--- config.mk ---
export PLATFORM = sky130hd
export DESIGN_NAME = drs_queue
export DESIGN_NICKNAME = d
export VERILOG_FILES = /design/src/rtl/drs_pkg.sv /design/src/rtl/drs_queue.sv
export SDC_FILE = /design/constraint.sdc
export NUM_CORES = 1
export LEC_CHECK = 0
export BUFFER_PORTS_ARGS = -buffer_cell sky130_fd_sc_hd__buf_2
export CAP_MARGIN = 20
export CORE_AREA = 2 2 366 368
export CTS_CLUSTER_SIZE = 20
export DETAILED_ROUTE_END_ITERATION = 7
export DIE_AREA = 0 0 368 370
export GPL_TIMING_DRIVEN = 0
export HOLD_SLACK_MARGIN = 0.15
export PLACE_DENSITY = 0.8
export SYNTH_ARGS = -nofsm -noshare
export SYNTH_HDL_FRONTEND = slang
export SYNTH_SLANG_ARGS = --single-unit
--- constraint.sdc ---
create_clock -name clock -period 17.1 [get_ports clock]
set_clock_uncertainty 0.15 [all_clocks]
set_input_delay 0.855 -clock clock [delete_from_list [all_inputs] [get_ports clock]]
set_output_delay 0.855 -clock clock [all_outputs]
set_load 0.02 [all_outputs]
--- src/rtl/drs_pkg.sv ---
// drs_pkg: shared types, constants and fixed-point helpers for the dielectric scatter unit
// no dependencies; imported by every rtl module of the block
package drs_pkg;

   localparam int FRAC_BITS   = 16;
   localparam int IDX_W       = 19;
   localparam int RND_W       = 16;
   localparam int DIV_W       = 32 + FRAC_BITS;
   localparam int SQ_IN_W     = 31 + FRAC_BITS;
   localparam int SQ_W        = (SQ_IN_W + 1) / 2;
   localparam int QUEUE_DEPTH = 4;
   localparam int RND_LSH     = (FRAC_BITS >= RND_W) ? FRAC_BITS - RND_W : 0;
   localparam int RND_RSH     = (FRAC_BITS >= RND_W) ? 0 : RND_W - FRAC_BITS;

   localparam logic [IDX_W-1:0] IDX_RESET = IDX_W'(98304);

   typedef logic signed [31:0] q_type;
   typedef logic signed [63:0] wide_type;
   typedef q_type [2:0]        vec_type;

   localparam q_type Q_MAX = 32'sh7fffffff;
   localparam q_type Q_MIN = 32'sh80000000;
   localparam q_type Q_ONE = q_type'(longint'(1) << FRAC_BITS);

   typedef struct packed {
      q_type       dir_x;
      q_type       dir_y;
      q_type       dir_z;
      q_type       normal_x;
      q_type       normal_y;
      q_type       normal_z;
      q_type       hit_x;
      q_type       hit_y;
      q_type       hit_z;
      logic [15:0] random_fraction;
   } req_type;

   typedef struct packed {
      q_type out_dir_x;
      q_type out_dir_y;
      q_type out_dir_z;
      q_type origin_x;
      q_type origin_y;
      q_type origin_z;
      logic  took_refraction;
      logic  total_internal;
   } rsp_type;

   // one classified ray waiting between the front and the back
   typedef struct packed {
      vec_type         d;
      vec_type         on;
      vec_type         refl;
      vec_type         hit;
      q_type           rnd;
      logic [SQ_W-1:0] len;
      q_type           cos_num;
      logic            leaving;
   } entry_type;

   function automatic q_type sat32(wide_type v);
      if (v > wide_type'(Q_MAX)) return Q_MAX;
      if (v < wide_type'(Q_MIN)) return Q_MIN;
      return q_type'(v[31:0]);
   endfunction

   function automatic q_type mulq(q_type a, q_type b);
      wide_type p;
      p = a * b;
      return sat32(p >>> FRAC_BITS);
   endfunction

   function automatic q_type add_sat(q_type a, q_type b);
      return sat32(wide_type'(a) + wide_type'(b));
   endfunction

   function automatic q_type sub_sat(q_type a, q_type b);
      return sat32(wide_type'(a) - wide_type'(b));
   endfunction

   function automatic q_type scale_rnd(logic [RND_W-1:0] r);
      wide_type w;
      w = wide_type'({1'b0, r});
      w = (w <<< RND_LSH) >>> RND_RSH;
      return q_type'(w[31:0]);
   endfunction

endpackage

--- src/rtl/drs_queue.sv ---
// drs_queue: short queue of classified rays between the front and the back
// depends on drs_pkg
module drs_queue import drs_pkg::*; (
   input  logic      clock,
   input  logic      reset,
   input  logic      push,
   input  entry_type push_data,
   output logic      full,
   input  logic      pop,
   output entry_type head,
   output logic      empty
);

   localparam int PTR_W = $clog2(QUEUE_DEPTH);
   localparam int CNT_W = $clog2(QUEUE_DEPTH + 1);

   entry_type        slot_ff [QUEUE_DEPTH];
   logic [PTR_W-1:0] wr_ptr_ff, wr_ptr_in;
   logic [PTR_W-1:0] rd_ptr_ff, rd_ptr_in;
   logic [CNT_W-1:0] count_ff, count_in;

   assign full  = count_ff == CNT_W'(QUEUE_DEPTH);
   assign empty = count_ff == '0;
   assign head  = slot_ff[rd_ptr_ff];

   always_comb begin
      wr_ptr_in = push ? wr_ptr_ff + 1'b1 : wr_ptr_ff;
      rd_ptr_in = pop ? rd_ptr_ff + 1'b1 : rd_ptr_ff;
      count_in  = count_ff + CNT_W'(push) - CNT_W'(pop);
   end

   always_ff @(posedge clock) begin
      if (reset) begin
         wr_ptr_ff <= '0;
         rd_ptr_ff <= '0;
         count_ff  <= '0;
      end else begin
         wr_ptr_ff <= wr_ptr_in;
         rd_ptr_ff <= rd_ptr_in;
         count_ff  <= count_in;
      end
   end

   always_ff @(posedge clock) begin
      if (push) begin
         slot_ff[wr_ptr_ff] <= push_data;
      end
   end

endmodule

; ---- Word level (Yosys, flattened, before mapping)
; Memory sizes are Yosys's and may differ from the RTL's. A register that Yosys moved wholly into a read port is not among the register bits.
; Cells that the tools add are included.
[classes]
n_reduce_logical = 1
add_sub_neg = 4
mux = 4
eq_ne = 1
[op_table]
columns = op, count
row1 = "adder 2 x 1 -> 2 bit, second input constant", 2
row2 = two-way mux 2 bit, 2
row3 = adder 3 x 1 -> 3 bit, 1
row4 = "equality test 3 bit, second input constant", 1
row5 = logical NOT 3 bit, 1
row6 = subtractor 3 x 1 -> 3 bit, 1
row7 = two-way mux 1 bit, 2
[totals]
input_bits = 477
ff_bits = 7
n_memories = 1
word_cells = 14
mem_bits_rw = 1892
[memory_table]
columns = name, depth, width, rd, rd_clocked_by_memory_dff, write_ports, line_no
row1 = slot_ff, 4, 473, 1, 1, 1, drs_queue.sv:17  ; entry_type slot_ff [QUEUE_DEPTH];

; ---- Logic depth before layout (Yosys ltp)
; Gate-level depths: netlist of run 1.
[depth]
word_depth = 3
depth_mapped = 7
ltp_nobuf = 7

; ---- Least setup slack after synthesis of run 1
; OpenSTA, ideal clock, no wires.
[synth_timing]
path_kind = input -> register
from = input port push
to = memory slot_ff[0][0] (netlist bit) (enable)
path_stages = 1
required_time_ns = 16.053
t_arrival_ns = 11.477
path_slack_ns = 4.576
path_cell_list = and2_1
[synth_between]
elab_chain_cells = 2
[synth_rtl]
columns = item, line_no
row1 = from (decl), drs_queue.sv:6  ; input logic push,
row2 = two-way mux 1 bit, drs_queue.sv:45  ; if (push) begin
row3 = two-way mux 1 bit (not written as such), drs_queue.sv:46  ; slot_ff[wr_ptr_ff] <= push_data;
row4 = to (decl), drs_queue.sv:17
; Every way passes these cells.

==> reports/qor.yml, run 1 <==
status:
  outcome: "complete, no violations"
drt:
  drt_wl_total_um: 192000
  viasPerCell: 6.01
  drtAntennaViolNets: 0
  drtPass1Iterations: 5
  vias: 36700
  drc_errors: 0
  drt_iter0_markers: 3969
  avgRoutedWirePerCell_um: 31.4
clocking:
  clockBufferDepth: 3
  clockRootBuffer: "clkbuf_16"
  clkLatencyLatePin_ns: 0.78
  numCtsBuffers: 179
  cts_tree: "built"
  clk_pin_slew_ns: 0.06
  h-tree-depth: 4
  cts_resized: 0
  cts_sinks: 1901
  postCtsSetupRepairBufs: 0
flow_run:
  max_cap_violations: 0
hold_path:
  hold_class: "in2reg"
  hold_path_depth: 3
yosys:
  synth_top_area_share_pct: 80.5
  async_flop_share_pct: 0
  ys.flop_type: "edfxtp_1"
  synth_nets: 2997
  synth_most_common_cell: "edfxtp_1"
  syn_inst: 2513
  synth_cell_types: 21
  synth_area_leaders: "edfxtp_1 (81%), mux4_1 (18%), buf_6 (0.77%)"
  ys_ff_latch: 1901
  syn_avg_cell_area_um2: 28.1
  synth_warnings: 0
  synth_area_leader_cell: "edfxtp_1"
  synth_edf_count: 1892
  syn_area_um2: 70600
  ys_seq_area_share_pct: 80.8
  synth_common_cells: "edfxtp_1 (1892), mux4_1 (473), buf_2 (48), buf_6 (48), dfxtp_1 (9)"
floorplanning:
  die_area_um2: 136000
  pin_count: 952
  die_h_um: 370
  die_w_um: 368
  initial_core_util_pct: 53.3
  core-area_um2: 132000
  rows: 134
worst_setup_path:
  cp_max_fo: 10
  end_kind: "output port"
  timing_worst_setup_path_type: "reg2out"
  crit_required_ns: 16.10
  ff2ff_path_depth: 7
  critPathLaunchType: "flip-flop"
  cp.arrival_ns: 3.36
final_layout:
  nNetsFinal: 4638
  instances_no_fill: 6108
  area_growth_syn_to_layout_pct: 26.3
  drive_gt1_share_pct: 31.3
  final_cell_area_um2: 89100
sta:
  timing.slew.headroom_pct: 30.1
  worst_pin_slew_ns: 1.05
  clock.fmax_mhz: 229
  rsz0062_at_grt: "false"
  final-setup-viol-count: 0
  fin_crit_sh_pct: 25.5
  fin_ws_ns: 12.73
  period_needed_ns: 4.37
  hold_viol_final: 0
  slew_violations: 0
placement:
  post-place-ws_ns: 13.26
  place_congestion: 0.778
  placed_area_um2: 78500
  dp.cells: 5267
  hpwl_um: 105000
  port_buffers: 951
global_route:
  grt_pass1_vias: 38200
  grt_max_degree: 60
  grt_pass1_wl_um: 269000
  grtUsageTotal_pct: 27.7
  antenna_found_initial: 36
  overflow: 0
pwr:
  p_per_area_nw_per_um2: 120
  peakVddDrop_mv: 0.124
  leakagePower_uw: 0.0314
==> worst max-delay path, cell delays in order, from the launching register on <==
cell and delay [ns]:
dfxtp_1 0.30, buf_2 0.28, clkbuf_1 0.82, buf_2 0.43, mux4_1 0.51, buf_2 0.24
==> layer usage <==
layer	GRT usage [%]	wire length, µm
met2	47.7	99700
met3	7.97	17900
met4	14.2	10300
met5	0	44
met1	31.6	64000
==> cells by family after synthesis <==
logic type / count (synthesis) / share of synthesized area, %
xor+xnor: 3 / 0.0585
buf+inv: 112 / 1.27
fa+ha+maj: 7 / 0.135
compound gates: 2 / 0.0213
mux: 474 / 17.6
flops: 1901 / 80.8
simple gates: 14 / 0.106
==> report_power, final <==
group / leakage (µW) / internal (µW) / switching [µW] / total, µW
Clock: 0.00282 / 2210 / 1750 / 3950
Sequential: 0.0175 / 5360 / 65.2 / 5420
Combinational: 0.0111 / 505 / 775 / 1280
Total: 0.0314 / 8070 / 2590 / 10700
==> timing repair <==
| item | CTS | global route |
|---|---|---|
| hold buffers | 474 | 0 |
| setup endpoints to repair | 0 | 0 |
| hold endpoints to repair | 1898 | 0 |
==> worst paths after layout <==
path	start	end	slack, ns
worst min-delay path	pop	rd_ptr_ff[1]	0.28
worst max-delay path	flip-flop	head[257]	12.73
worst min register to register	rd_ptr_ff[0]	rd_ptr_ff[1]	0.40
worst max register to register	wr_ptr_ff[0]	slot_ff[1][212]	13.66
==> state kept, by name, summed over array words and instances, names as in the netlist, named ones only <==
name	flops
count_ff	3
rd_ptr_ff	2
slot_ff	1892
wr_ptr_ff	2
==> area by class of cell <==
cell class,count,area (µm²)
flip-flops and latches,1901,57000
plain buffers,106,875
diodes,39,97.6
well taps,1768,2210
clock inverters,113,1050
clock buffers,215,4700
fillers,7718,43400
inverters,6,22.5
repair buffers,1460,10500
multi-input cells,500,12700
==> metrics by stage <==
stage | power [µW] | hold slack [ns] | setup TNS (ns) | utilization, %
floorplan | 6250 | 0.342 | 0 | -
global placement | 6760 | 0.377 | -6684.64 | 58.5
detailed placement | 6640 | 0.381 | 0 | 59.3
CTS | 10600 | 0.210 | 0 | 67.2
global route | 10900 | 0.239 | 0 | 67.2
finish | 10700 | 0.285 | 0 | 67.3
==> cells in the final DEF (no fill, tap or decap), drive strengths merged <==
cell type	count
clkbuf	220
bufinv	16
mux4	473
nor2	5
dlygate4sd3	474
xor3	1
nor3	1
mux2i	1
edfxtp	1892
xnor2	2
ha	6
fa	1
clkinv	90
clkinvlp	4
nor2b	2
diode	39
and3	1
nand3b	1
a21bo	1
dfxtp	9
inv	9
a21oi	1
buf	1087
and2	4
Power figures use the tool's default switching activity.
==> run 2, diff against run 1 <==
==> constraint.sdc (replaced) <==
create_clock -name clock -period 4.1 [get_ports clock]
set_clock_uncertainty 0.15 [all_clocks]
set_input_delay 0.205 -clock clock [delete_from_list [all_inputs] [get_ports clock]]
set_output_delay 0.205 -clock clock [all_outputs]
set_load 0.02 [all_outputs]
==> run 2 against run 1 <==
Net effect:
- combinational power increased to 4.5 times the previous value
- clock power grew to 4.3 times the previous value
- via count is 8.9% higher
==> reports/qor.yml, run 2 (same netlist as run 1, synthesis figures left out) <==
floorplanning:
  die_h_um: 370
  pin_count: 952
  core-area_um2: 132000
  rows: 134
  die_w_um: 368
  die_area_um2: 136000
  initial_core_util_pct: 53.3
drt:
  drc_errors: 0
  viasPerCell: 6.08
  drtPass1Iterations: 6
  vias: 40000
  drtAntennaViolNets: 0
  drt_iter0_markers: 4888
  drt_wl_total_um: 214000
  avgRoutedWirePerCell_um: 32.5
clocking:
  numCtsBuffers: 180
  cts_tree: "built"
  cts_sinks: 1901
  clockBufferDepth: 3
  clkLatencyLatePin_ns: 0.78
  clockRootBuffer: "clkbuf_16"
  clk_pin_slew_ns: 0.05
  h-tree-depth: 4
worst_setup_path:
  crit_required_ns: 3.74
  path_buf_inv: 4
  r2r_start: "wr_ptr_ff[0]"
  end_kind: "output port"
  slowest_stage: "clkbuf_1"
  crit_family: "buffers and inverters"
  slowest_delay_ns: 0.77
  timing_worst_setup_path_type: "reg2out"
  critPathLaunchType: "flip-flop"
  crit_chain: "buf_2, clkbuf_1, buf_2, mux4_1, buf_2"
  cp_max_fo: 10
  crit_top_cell: "buf_2"
  cp.arrival_ns: 3.41
final_layout:
  reg.largest.list: "slot_ff: 1892 flops, count_ff: 3 flops"
  final_common_cell: "edfxtp_1"
  layout_common_cells: "edfxtp_1 (1892), buf_2 (999), dlygate4sd3_1 (949), mux4_1 (473), clkbuf_16 (183)"
  area_growth_syn_to_layout_pct: 33.1
  final_cell_area_um2: 93900
  drive_gt1_share_pct: 28.2
  nNetsFinal: 5115
  top_register: "slot_ff"
  largest_reg_flops: 1892
  n_fill_cell: 7043
sta:
  rsz0062_at_grt: "false"
  hold_viol_final: 0
  fin_crit_sh_pct: 91.7
  worst_pin_slew_ns: 0.968
  timing.slew.headroom_pct: 35.4
  period_needed_ns: 3.76
  slew_violations: 0
  clock.fmax_mhz: 266
  fin_ws_ns: 0.339
  final-setup-viol-count: 0
flow_run:
  max_cap_violations: 0
global_route:
  grt_pass1_wl_um: 294000
  antenna_found_initial: 43
  grt_pass1_vias: 41500
  grtUsageTotal_pct: 30.2
  grt_max_degree: 61
  overflow: 0
pwr:
  p_per_area_nw_per_um2: 485
  peakVddDrop_mv: 0.570
  leakagePower_uw: 0.0334
hold_path:
  hp-start: "pop"
  hold_class: "in2reg"
placement:
  placed_area_um2: 78500
  port_buffers: 951
  place_congestion: 0.786
  hpwl_um: 106000
  post-place-ws_ns: 0.645
status:
  outcome: "complete, no violations"
[run 2: path summary, 6_finish.rpt]
check / to / depth (start not counted) / slack (ns)
setup / recovery: head[356] / 5 / 0.34
hold / removal: rd_ptr_ff[1] / 4 / 0.23
setup reg to reg: slot_ff[2][221] / 8 / 0.63
hold reg to reg: rd_ptr_ff[1] / 2 / 0.40
[run 2: routing by layer]
layer  wire length (µm)  global-route usage (%)
met1              67700                    33.2
met4              13500                    15.7
met3              20900                    8.57
met2             111000                    53.5
met5                 87                       0
[run 2: worst min-delay path, stage by stage]
cell and delay (ns):
dlygate4sd3_1 0.57, buf_2 0.16, nand3b_1 0.08, a21oi_1 0.08
[run 2: where the power goes]
| part | switching, µW | internal, µW | leakage, µW |
|---|---|---|---|
| clock network | 7580 | 9500 | 0.00284 |
| registers | 300 | 22400 | 0.0175 |
| logic | 3410 | 2410 | 0.0131 |
| total | 11300 | 34300 | 0.0334 |
[run 2: what timing repair did]
item,CTS,global route
hold buffers,948,1
endpoints found under the hold margin,2025,4
setup buffers,0,0
resized for setup,0,0
[run 2: layout make-up]
class                   instances  area (µm²)  share of cell area (%)
well taps                    1768        2210                    2.35
repair buffers               1936       15200                    16.2
clock buffers                 213        4690                    4.99
diodes                         43         108                   0.115
plain buffers                 106         875                   0.931
multi-input cells             500       12700                    13.5
flip-flops and latches       1901       57000                    60.7
clock inverters               109        1130                    1.20
inverters                       6        22.5                  0.0240
[run 2: stage by stage]
step / setup TNS, ns / instances / total power (µW) / utilization, % / hold slack (ns)
floorplan: -517.24 / 2513 / 25700 / - / 0.120
global placement: -4959.69 / 5232 / 27600 / 58.5 / 0.264
detailed placement: 0 / 5268 / 27700 / 59.3 / 0.269
CTS: 0 / 6538 / 45000 / 70.8 / 0.151
global route: 0 / 6568 / 46500 / 70.9 / 0.197
finish: 0 / 6582 / 45500 / 70.9 / 0.232
